[src/rtl/tlbpt_pkg.sv]
`timescale 1ns / 1ps

package tlbpt_pkg;

  localparam int unsigned PageW = 8;
  localparam int unsigned OffW = 8;
  localparam int unsigned AddrW = 16;
  localparam int unsigned FrameOutW = 8;

  typedef enum logic [1:0] {
    ST_TLB_HIT,
    ST_TABLE_HIT,
    ST_FAULT,
    ST_NO_FRAME
  } status_e;

  typedef enum logic [2:0] {
    S_IDLE,
    S_RED_PAGE,
    S_RED_OFF,
    S_LOOKUP,
    S_DECIDE,
    S_ADDR,
    S_DONE
  } state_e;

  typedef struct packed {
    logic             lookup;
    logic             fill;
    logic [PageW-1:0] page;
  } tlb_req_t;

  typedef struct packed {
    logic rd;
    logic wr;
  } tbl_req_t;

endpackage

[src/rtl/tlbpt_tlb.sv]
`timescale 1ns / 1ps

module tlbpt_tlb #(
  parameter int unsigned Entries = 16,
  parameter int unsigned FrameW  = 8
) (
  input  logic                clk_i,
  input  logic                rst_ni,
  input  tlbpt_pkg::tlb_req_t req_i,
  input  logic [FrameW-1:0]   fill_frame_i,
  output logic                hit_o,
  output logic [FrameW-1:0]   frame_o
);
  import tlbpt_pkg::*;

  localparam int unsigned IdxW = $clog2(Entries);

  logic [PageW-1:0]  page_q [Entries];
  logic [FrameW-1:0] frame_mem_q [Entries];
  logic [Entries-1:0] valid_q;
  logic [Entries-1:0] match;
  logic [IdxW-1:0]   ptr_q, ptr_d;
  logic [IdxW-1:0]   hit_idx;
  logic              hit_q;
  logic [FrameW-1:0] frame_rd_q;

  // A page is held in at most one valid entry, so the matching index can be
  // formed by OR-ing the indexes of all matches.
  always_comb begin
    hit_idx = '0;
    for (int i = 0; i < Entries; i++) begin
      match[i] = valid_q[i] && (page_q[i] == req_i.page);
      if (match[i]) begin
        hit_idx = hit_idx | IdxW'(i);
      end
    end
  end

  assign ptr_d = (ptr_q == IdxW'(Entries - 1)) ? '0 : ptr_q + 1'b1;

  always_ff @(posedge clk_i or negedge rst_ni) begin
    if (!rst_ni) begin
      valid_q <= '0;
      ptr_q   <= '0;
      hit_q   <= 1'b0;
    end else begin
      if (req_i.fill) begin
        valid_q[ptr_q] <= 1'b1;
        ptr_q          <= ptr_d;
      end
      if (req_i.lookup) begin
        hit_q <= |match;
      end
    end
  end

  always_ff @(posedge clk_i) begin
    if (req_i.fill) begin
      page_q[ptr_q]      <= req_i.page;
      frame_mem_q[ptr_q] <= fill_frame_i;
    end
    if (req_i.lookup) begin
      frame_rd_q <= frame_mem_q[hit_idx];
    end
  end

  assign hit_o   = hit_q;
  assign frame_o = frame_rd_q;

endmodule

[src/rtl/tlbpt_ptab.sv]
`timescale 1ns / 1ps

module tlbpt_ptab #(
  parameter int unsigned Pages  = 256,
  parameter int unsigned FrameW = 8
) (
  input  logic                    clk_i,
  input  logic                    rst_ni,
  input  tlbpt_pkg::tbl_req_t     req_i,
  input  logic [$clog2(Pages)-1:0] rd_addr_i,
  input  logic [$clog2(Pages)-1:0] wr_addr_i,
  input  logic [FrameW-1:0]       wr_frame_i,
  output logic                    rd_valid_o,
  output logic [FrameW-1:0]       rd_frame_o,
  output logic                    ready_o
);
  import tlbpt_pkg::*;

  localparam int unsigned IdxW = $clog2(Pages);

  logic [FrameW:0]   mem_q [Pages];
  logic [FrameW:0]   rd_q;
  logic [IdxW-1:0]   clr_q;
  logic              clearing_q;
  logic              we;
  logic [IdxW-1:0]   wa;
  logic [FrameW:0]   wd;

  assign we = clearing_q || req_i.wr;
  assign wa = clearing_q ? clr_q : wr_addr_i;
  assign wd = clearing_q ? '0 : {1'b1, wr_frame_i};

  always_ff @(posedge clk_i or negedge rst_ni) begin
    if (!rst_ni) begin
      clearing_q <= 1'b1;
      clr_q      <= '0;
    end else if (clearing_q) begin
      clr_q <= clr_q + 1'b1;
      if (clr_q == IdxW'(Pages - 1)) begin
        clearing_q <= 1'b0;
      end
    end
  end

  always_ff @(posedge clk_i) begin
    if (we) begin
      mem_q[wa] <= wd;
    end
    if (req_i.rd) begin
      rd_q <= mem_q[rd_addr_i];
    end
  end

  assign rd_valid_o = rd_q[FrameW];
  assign rd_frame_o = rd_q[FrameW-1:0];
  assign ready_o    = !clearing_q;

endmodule

[src/rtl/tlb_page_table_translate.sv]
`timescale 1ns / 1ps

// Translates a page number and offset into a physical address through a
// FIFO-replaced TLB, a page table and demand allocation of the lowest free
// frame, which is never released. After reset the page table is swept clear
// entry by entry while in_stall_o stays high. One transfer at a time is in
// flight: it steps through S_RED_PAGE and S_RED_OFF, one step for each
// subtraction of PAGE_COUNT from the page or of PAGE_BYTES from the offset
// when either size is below 256, then S_LOOKUP, S_DECIDE, S_ADDR and S_DONE,
// and the next transfer is accepted once the block is back in S_IDLE. The
// registered TLB frame read and the page-table memory read set the lookup
// step, and the frame times page size product has a state of its own. A
// finished result waits in the output register without blocking the next
// transfer in; the next result holds in S_DONE until that register frees.
module tlb_page_table_translate #(
  parameter int unsigned TLB_ENTRIES = 16,
  parameter int unsigned PAGE_COUNT  = 256,
  parameter int unsigned FRAME_COUNT = 256,
  parameter int unsigned PAGE_BYTES  = 256
) (
  input  logic                         clk_i,
  input  logic                         rst_ni,
  input  logic                         in_valid_i,
  output logic                         in_stall_o,
  input  logic [tlbpt_pkg::PageW-1:0]  page_number_i,
  input  logic [tlbpt_pkg::OffW-1:0]   page_offset_i,
  output logic                         out_valid_o,
  input  logic                         out_stall_i,
  output logic [tlbpt_pkg::AddrW-1:0]  physical_address_o,
  output logic [tlbpt_pkg::FrameOutW-1:0] frame_number_o,
  output logic [1:0]                   lookup_status_o
);
  import tlbpt_pkg::*;

  localparam int unsigned PidxW = $clog2(PAGE_COUNT);
  localparam int unsigned FrameW = $clog2(FRAME_COUNT);
  localparam int unsigned NextW = $clog2(FRAME_COUNT + 1);
  localparam logic [31:0] PageMod = PAGE_COUNT;
  localparam logic [31:0] OffMod = PAGE_BYTES;

  state_e              state_q, state_d;
  logic [PageW-1:0]    page_q, page_d;
  logic [PageW-1:0]    pred_q, pred_d;
  logic [OffW-1:0]     off_q, off_d;
  logic [FrameW-1:0]   frame_q, frame_d;
  status_e             status_q, status_d;
  logic [NextW-1:0]    next_free_q, next_free_d;
  logic [AddrW-1:0]    addr_q, addr_d;

  logic                out_valid_q;
  logic [AddrW-1:0]    out_addr_q;
  logic [FrameOutW-1:0] out_frame_q;
  status_e             out_status_q;
  logic                load_out;

  logic [7:0]          sub_a;
  logic [31:0]         sub_m;
  logic                sub_ge;
  logic [7:0]          sub_diff;

  tlb_req_t            tlb_req;
  logic                tlb_hit;
  logic [FrameW-1:0]   tlb_frame;
  tbl_req_t            tbl_req;
  logic [PidxW-1:0]    pidx;
  logic                tbl_valid;
  logic [FrameW-1:0]   tbl_frame;
  logic                tbl_ready;
  logic [FrameW-1:0]   fill_frame;
  logic                frames_full;

  tlbpt_tlb #(
    .Entries(TLB_ENTRIES),
    .FrameW (FrameW)
  ) u_tlb (
    .clk_i       (clk_i),
    .rst_ni      (rst_ni),
    .req_i       (tlb_req),
    .fill_frame_i(fill_frame),
    .hit_o       (tlb_hit),
    .frame_o     (tlb_frame)
  );

  tlbpt_ptab #(
    .Pages (PAGE_COUNT),
    .FrameW(FrameW)
  ) u_ptab (
    .clk_i     (clk_i),
    .rst_ni    (rst_ni),
    .req_i     (tbl_req),
    .rd_addr_i (pidx),
    .wr_addr_i (pidx),
    .wr_frame_i(fill_frame),
    .rd_valid_o(tbl_valid),
    .rd_frame_o(tbl_frame),
    .ready_o   (tbl_ready)
  );

  // Shared compare and subtract unit for both modulo reductions.
  assign sub_a    = (state_q == S_RED_OFF) ? off_q : pred_q;
  assign sub_m    = (state_q == S_RED_OFF) ? OffMod : PageMod;
  assign sub_ge   = (32'(sub_a) >= sub_m);
  assign sub_diff = 8'(32'(sub_a) - sub_m);

  assign pidx        = PidxW'(32'(pred_q));
  assign frames_full = (next_free_q == NextW'(FRAME_COUNT));
  assign fill_frame  = tbl_valid ? tbl_frame : next_free_q[FrameW-1:0];
  assign in_stall_o  = !((state_q == S_IDLE) && tbl_ready);

  always_comb begin
    state_d      = state_q;
    page_d       = page_q;
    pred_d       = pred_q;
    off_d        = off_q;
    frame_d      = frame_q;
    status_d     = status_q;
    next_free_d  = next_free_q;
    addr_d       = addr_q;
    load_out     = 1'b0;
    tlb_req      = '0;
    tlb_req.page = page_q;
    tbl_req      = '0;
    unique case (state_q)
      S_IDLE: begin
        if (in_valid_i && !in_stall_o) begin
          page_d  = page_number_i;
          pred_d  = page_number_i;
          off_d   = page_offset_i;
          state_d = S_RED_PAGE;
        end
      end
      S_RED_PAGE: begin
        if (sub_ge) begin
          pred_d = sub_diff;
        end else begin
          state_d = S_RED_OFF;
        end
      end
      S_RED_OFF: begin
        if (sub_ge) begin
          off_d = sub_diff;
        end else begin
          state_d = S_LOOKUP;
        end
      end
      S_LOOKUP: begin
        tlb_req.lookup = 1'b1;
        tbl_req.rd     = 1'b1;
        state_d        = S_DECIDE;
      end
      S_DECIDE: begin
        if (tlb_hit) begin
          frame_d  = tlb_frame;
          status_d = ST_TLB_HIT;
        end else if (tbl_valid) begin
          frame_d      = tbl_frame;
          tlb_req.fill = 1'b1;
          status_d     = ST_TABLE_HIT;
        end else if (!frames_full) begin
          frame_d      = next_free_q[FrameW-1:0];
          next_free_d  = next_free_q + 1'b1;
          tlb_req.fill = 1'b1;
          tbl_req.wr   = 1'b1;
          status_d     = ST_FAULT;
        end else begin
          frame_d  = '0;
          status_d = ST_NO_FRAME;
        end
        state_d = S_ADDR;
      end
      S_ADDR: begin
        if (status_q == ST_NO_FRAME) begin
          addr_d = '0;
        end else begin
          addr_d = AddrW'(32'(frame_q) * PAGE_BYTES + 32'(off_q));
        end
        state_d = S_DONE;
      end
      S_DONE: begin
        if (!out_valid_q || !out_stall_i) begin
          load_out = 1'b1;
          state_d  = S_IDLE;
        end
      end
      default: begin
        state_d = S_IDLE;
      end
    endcase
  end

  always_ff @(posedge clk_i or negedge rst_ni) begin
    if (!rst_ni) begin
      state_q     <= S_IDLE;
      next_free_q <= '0;
      out_valid_q <= 1'b0;
    end else begin
      state_q     <= state_d;
      next_free_q <= next_free_d;
      if (load_out) begin
        out_valid_q <= 1'b1;
      end else if (!out_stall_i) begin
        out_valid_q <= 1'b0;
      end
    end
  end

  always_ff @(posedge clk_i) begin
    page_q   <= page_d;
    pred_q   <= pred_d;
    off_q    <= off_d;
    frame_q  <= frame_d;
    status_q <= status_d;
    addr_q   <= addr_d;
    if (load_out) begin
      out_addr_q   <= addr_q;
      out_frame_q  <= FrameOutW'(32'(frame_q));
      out_status_q <= status_q;
    end
  end

  assign out_valid_o        = out_valid_q;
  assign physical_address_o = out_addr_q;
  assign frame_number_o     = out_frame_q;
  assign lookup_status_o    = out_status_q;

`ifndef SYNTH
  a_rise_after_done: assert property (@(posedge clk_i) disable iff (!rst_ni)
    $rose(out_valid_o) |-> $past(state_q == S_DONE))
    else $error("result appeared without a finished translation");

  a_no_frame_zero: assert property (@(posedge clk_i) disable iff (!rst_ni)
    (out_valid_o && (lookup_status_o == ST_NO_FRAME)) |->
      ((physical_address_o == '0) && (frame_number_o == '0)))
    else $error("no-free-frame result carries a nonzero address or frame");

  a_free_bound: assert property (@(posedge clk_i) disable iff (!rst_ni)
    next_free_q <= NextW'(FRAME_COUNT))
    else $error("frame allocation ran past the frame count");

  a_accept_start: assert property (@(posedge clk_i) disable iff (!rst_ni)
    (in_valid_i && !in_stall_o) |=> (state_q == S_RED_PAGE))
    else $error("accepted transfer did not start a translation");
`endif

endmodule

[config.mk]
export PLATFORM = sky130hd
export DESIGN_NAME = tlb_page_table_translate
export DESIGN_NICKNAME = d
export VERILOG_FILES = /design/src/rtl/tlbpt_pkg.sv /design/src/rtl/tlbpt_tlb.sv /design/src/rtl/tlbpt_ptab.sv /design/src/rtl/tlb_page_table_translate.sv
export SDC_FILE = /design/constraint.sdc
export NUM_CORES = 2
export LEC_CHECK = 0
export ABC_AREA = 0
export BUFFER_PORTS_ARGS = -buffer_cell sky130_fd_sc_hd__buf_2
export CAP_MARGIN = 15
export CELL_PAD_IN_SITES_DETAIL_PLACEMENT = 1
export CELL_PAD_IN_SITES_GLOBAL_PLACEMENT = 1
export CORE_ASPECT_RATIO = 1.5
export CORE_MARGIN = 8
export CORE_UTILIZATION = 55
export CTS_CLUSTER_DIAMETER = 30
export DETAILED_ROUTE_END_ITERATION = 8
export PLACE_DENSITY = 0.79
export SLEW_MARGIN = 40
export SYNTH_ARGS = -nofsm -noshare
export SYNTH_HDL_FRONTEND = slang
export SYNTH_SLANG_ARGS = --single-unit
[constraint.sdc]
create_clock -name clk_i -period 11.15 [get_ports clk_i]
set_input_delay 0.5575 -clock clk_i [delete_from_list [all_inputs] [get_ports clk_i]]
set_output_delay 0.5575 -clock clk_i [all_outputs]
set_load 0.005 [all_outputs]
==> metrics.cfg <==
[place]
io_buffer_count = 47
dp_hpwl_mm = 160
dp_cells = 6954
gp_congestion = 0.807

[worst_setup_path]
r2r_slack_ps = 6000
cp_max_fo = 10
timing.rr.start = next_free_q[0]
worst_r2r_path_depth = 10
arrival_ps = 5630
start_kind = register
cp-end-kind = register
timing_worst_setup_path_type = register to register
reg2reg_to = u_ptab.mem_q[102][8]
cp.required_ps = 11630

[detailed_routing]
wl_per_cell_um = 39.9
ant_nets = 0
drt_pre_antenna_iters = 5
num_vias = 52400
route.detailed.drc = 0
via_per_inst = 6.85
drtIter0Drc = 6493
drt-total-wl_mm = 305

[finish]
fill_cells = 14600
final_net_count = 4902
fin_util_pct = 64.1
mostFrequentLayoutCells = edfxtp_1 (2653), mux4_2 (756), clkbuf_16 (372)
layout_commonest_cell = edfxtp_1
fin_cells = 7649
area_growth_pct = 16.4
drive_above_1_share_pct = 37.0

[sta]
setup_viol = 0
fin_skew_ps = 58.1
slew_viol_final = 0
timing.final.crit_share_pct = 46.2
rsz0062_at_grt = false
tightest_slew_ps = 943
period_minus_slack_ps = 5150
relSlewSlack_pct = 36.9
max_freq_mhz = 194
hold_violations = 0
setup_tns_ps = 0

[die]
core_um2 = 189000
die_x_um = 372
fp.dieArea_um2 = 204000
ios = 48
start_util_pct = 55.1
chipHeight_um = 549
row_count = 196

[yosys]
synth_top_family_by_area = multiplexers
ys_ff_latch = 2696
synth_edf_count = 2653
synthArstFlopShare_pct = 1.59
synthCells = 4584
syn_area_per_cell_um2 = 22.8
synth_simple_gate_area_share_pct = 2.17
syn_nets = 4611
synthXorXnorAreaFrac_pct = 1.21
ys_seq_area_share_pct = 77.4
synth_top_flop_cell = edfxtp_1
synthMuxAreaShare_pct = 17.4
synth_fa_ha_area_share_pct = 0.0840
synthesis.area_um2 = 104000
ys.warnings.count = 0
synth_compound_area_share_pct = 0.584
synth_cell_types = 50

[worst_hold_path]
whs_path_depth = 3
min_to = out_valid_o
min_path_type = input pin to register
hp-start = out_stall_i

[run_status]
status = finished clean

[run]
drv_cap = 0

[clock_network]
cts_tree = yes
clockBufferDepth = 4
clk_latency_ps = 890
cts_made_buffers = 365
ctsHoldBuffers = 16
cts_max_level = 5
cts_sinks = 2696
cts.clk_slew.worst_paths_ps = 60
postCtsSetupBuffers = 0
cts_resized = 0
ctsRootBufferMaster = clkbuf_16

[pwr]
leakage_nw = 38.8
p_seq_share_pct = 42.7
p_clk_share_pct = 43.1
power.internal_mw = 20.5
power_frac_comb_pct = 14.2
powerDensity_nw_per_um2 = 232
sw_frac_of_total_pct = 27.3
net-switching-power_mw = 7.67
vdd_ir_drop_max_uv = 175

[global_routing]
grt-ovfl-total = 0
grt_max_degree = 189
track_usage_pct = 28.3
antenna_found_initial = 4
grt_pass1_wl_mm = 413
grt_pass1_vias = 55300

sequential cells by signal, summed over array words and instances, names as in the netlist, 9 cells and up:
register            flops
u_tlb.frame_mem_q     128
next_free_q             9
u_tlb.page_q          128
u_ptab.rd_q             9
u_ptab.mem_q         2304
u_tlb.valid_q          16
physical_address_o     16
addr_q                 16
worst max path at each step:
stage                     depth (start not counted)         startpoint  slack, ps              endpoint
after floorplan                                   4  u_ptab.clearing_q       2030    u_ptab.mem_q[0][2]
after global placement                            8            pidx[1]       5920        u_ptab.rd_q[1]
after detailed placement                          6  u_ptab.clearing_q       6230   u_ptab.mem_q[30][3]
after CTS                                        10     next_free_q[0]       6000   u_ptab.mem_q[22][3]
after global routing                             10     next_free_q[0]       6000  u_ptab.mem_q[102][8]
final                                            10     next_free_q[0]       6000  u_ptab.mem_q[102][8]
through the flow:
step	setup WS [ps]	hold WS, ps	cell area [um^2]	power [mW]
finish	6000	58.3	121000	28.1
global route	6000	61.8	121000	28.6
CTS	6000	30.7	121000	27.9
detailed placement	6230	409	108000	15.9
global placement	5920	400	107000	15.7
floorplan	2030	262	104000	14.6
cells by family (layout without fill, tap and decap cells):
| logic type | count (synthesis) | in the layout |
|---|---|---|
| buffers and inverters | 266 | 855 |
| flip-flops | 2696 | 2696 |
| AND/OR/NAND/NOR | 519 | 519 |
| AO/OA/AOI/OAI | 87 | 87 |
| adder cells (fa/ha/maj) | 7 | 7 |
| other | 0 | 1 |
| multiplexers | 865 | 865 |
| XOR/XNOR | 144 | 144 |
area by class of cell:
| cell class | count | area [um^2] | area share (%) |
|---|---|---|---|
| Multi-Input combinational cell | 1622 | 23200 | 19.1 |
| Clock inverter | 268 | 3050 | 2.51 |
| Inverter | 15 | 81.3 | 0.0670 |
| Clock buffer | 397 | 9420 | 7.76 |
| Antenna cell | 1 | 2.50 | 0.00206 |
| Sequential cell | 2696 | 80700 | 66.5 |
| Tap cell | 2475 | 3100 | 2.55 |
| Timing Repair Buffer | 175 | 1750 | 1.44 |
Yosys cell counts (27+ instances only):
master	count	share of area [%]
edfxtp_1	2653	76
mux4_2	756	16
nor2_1	307	1.1
clkbuf_1	135	0.49
xnor2_1	97	0.81
nand2_1	77	0.28
buf_2	74	0.36
mux2_2	61	0.66
mux2i_1	48	0.46
xor2_1	47	0.39
dfrtp_1	42	1.0
buf_1	31	0.11
and2_1	27	0.16
critical path, stage by stage, from the launching register on:
cell	delay, ps
dfrtp_1	450
inv_1	170
ha_1	260
nand4_1	100
nor2b_1	400
and2_1	610
nand2_1	130
o31ai_1	680
nand2_1	790
buf_4	530
nor2_2	610
routing by layer:
metal | track usage, % | vias up | wire length [um]
met5 | 0 | - | 27
met4 | 14.9 | 4 | 22200
met3 | 4.75 | 929 | 23200
met2 | 50.8 | 3703 | 161000
met1 | 32.3 | 27900 | 99100
li1 | - | 19900 | -
power by group through the flow:
stage	logic, mW	registers, mW	clock network (mW)
finish	3.99	12.0	12.1
detailed placement	3.74	12.2	0
global placement	3.53	12.2	0
CTS	3.85	12.0	12.1
floorplan	2.33	12.3	0
global route	4.09	12.0	12.5
Note: power is estimated with default switching activity, not from simulation.
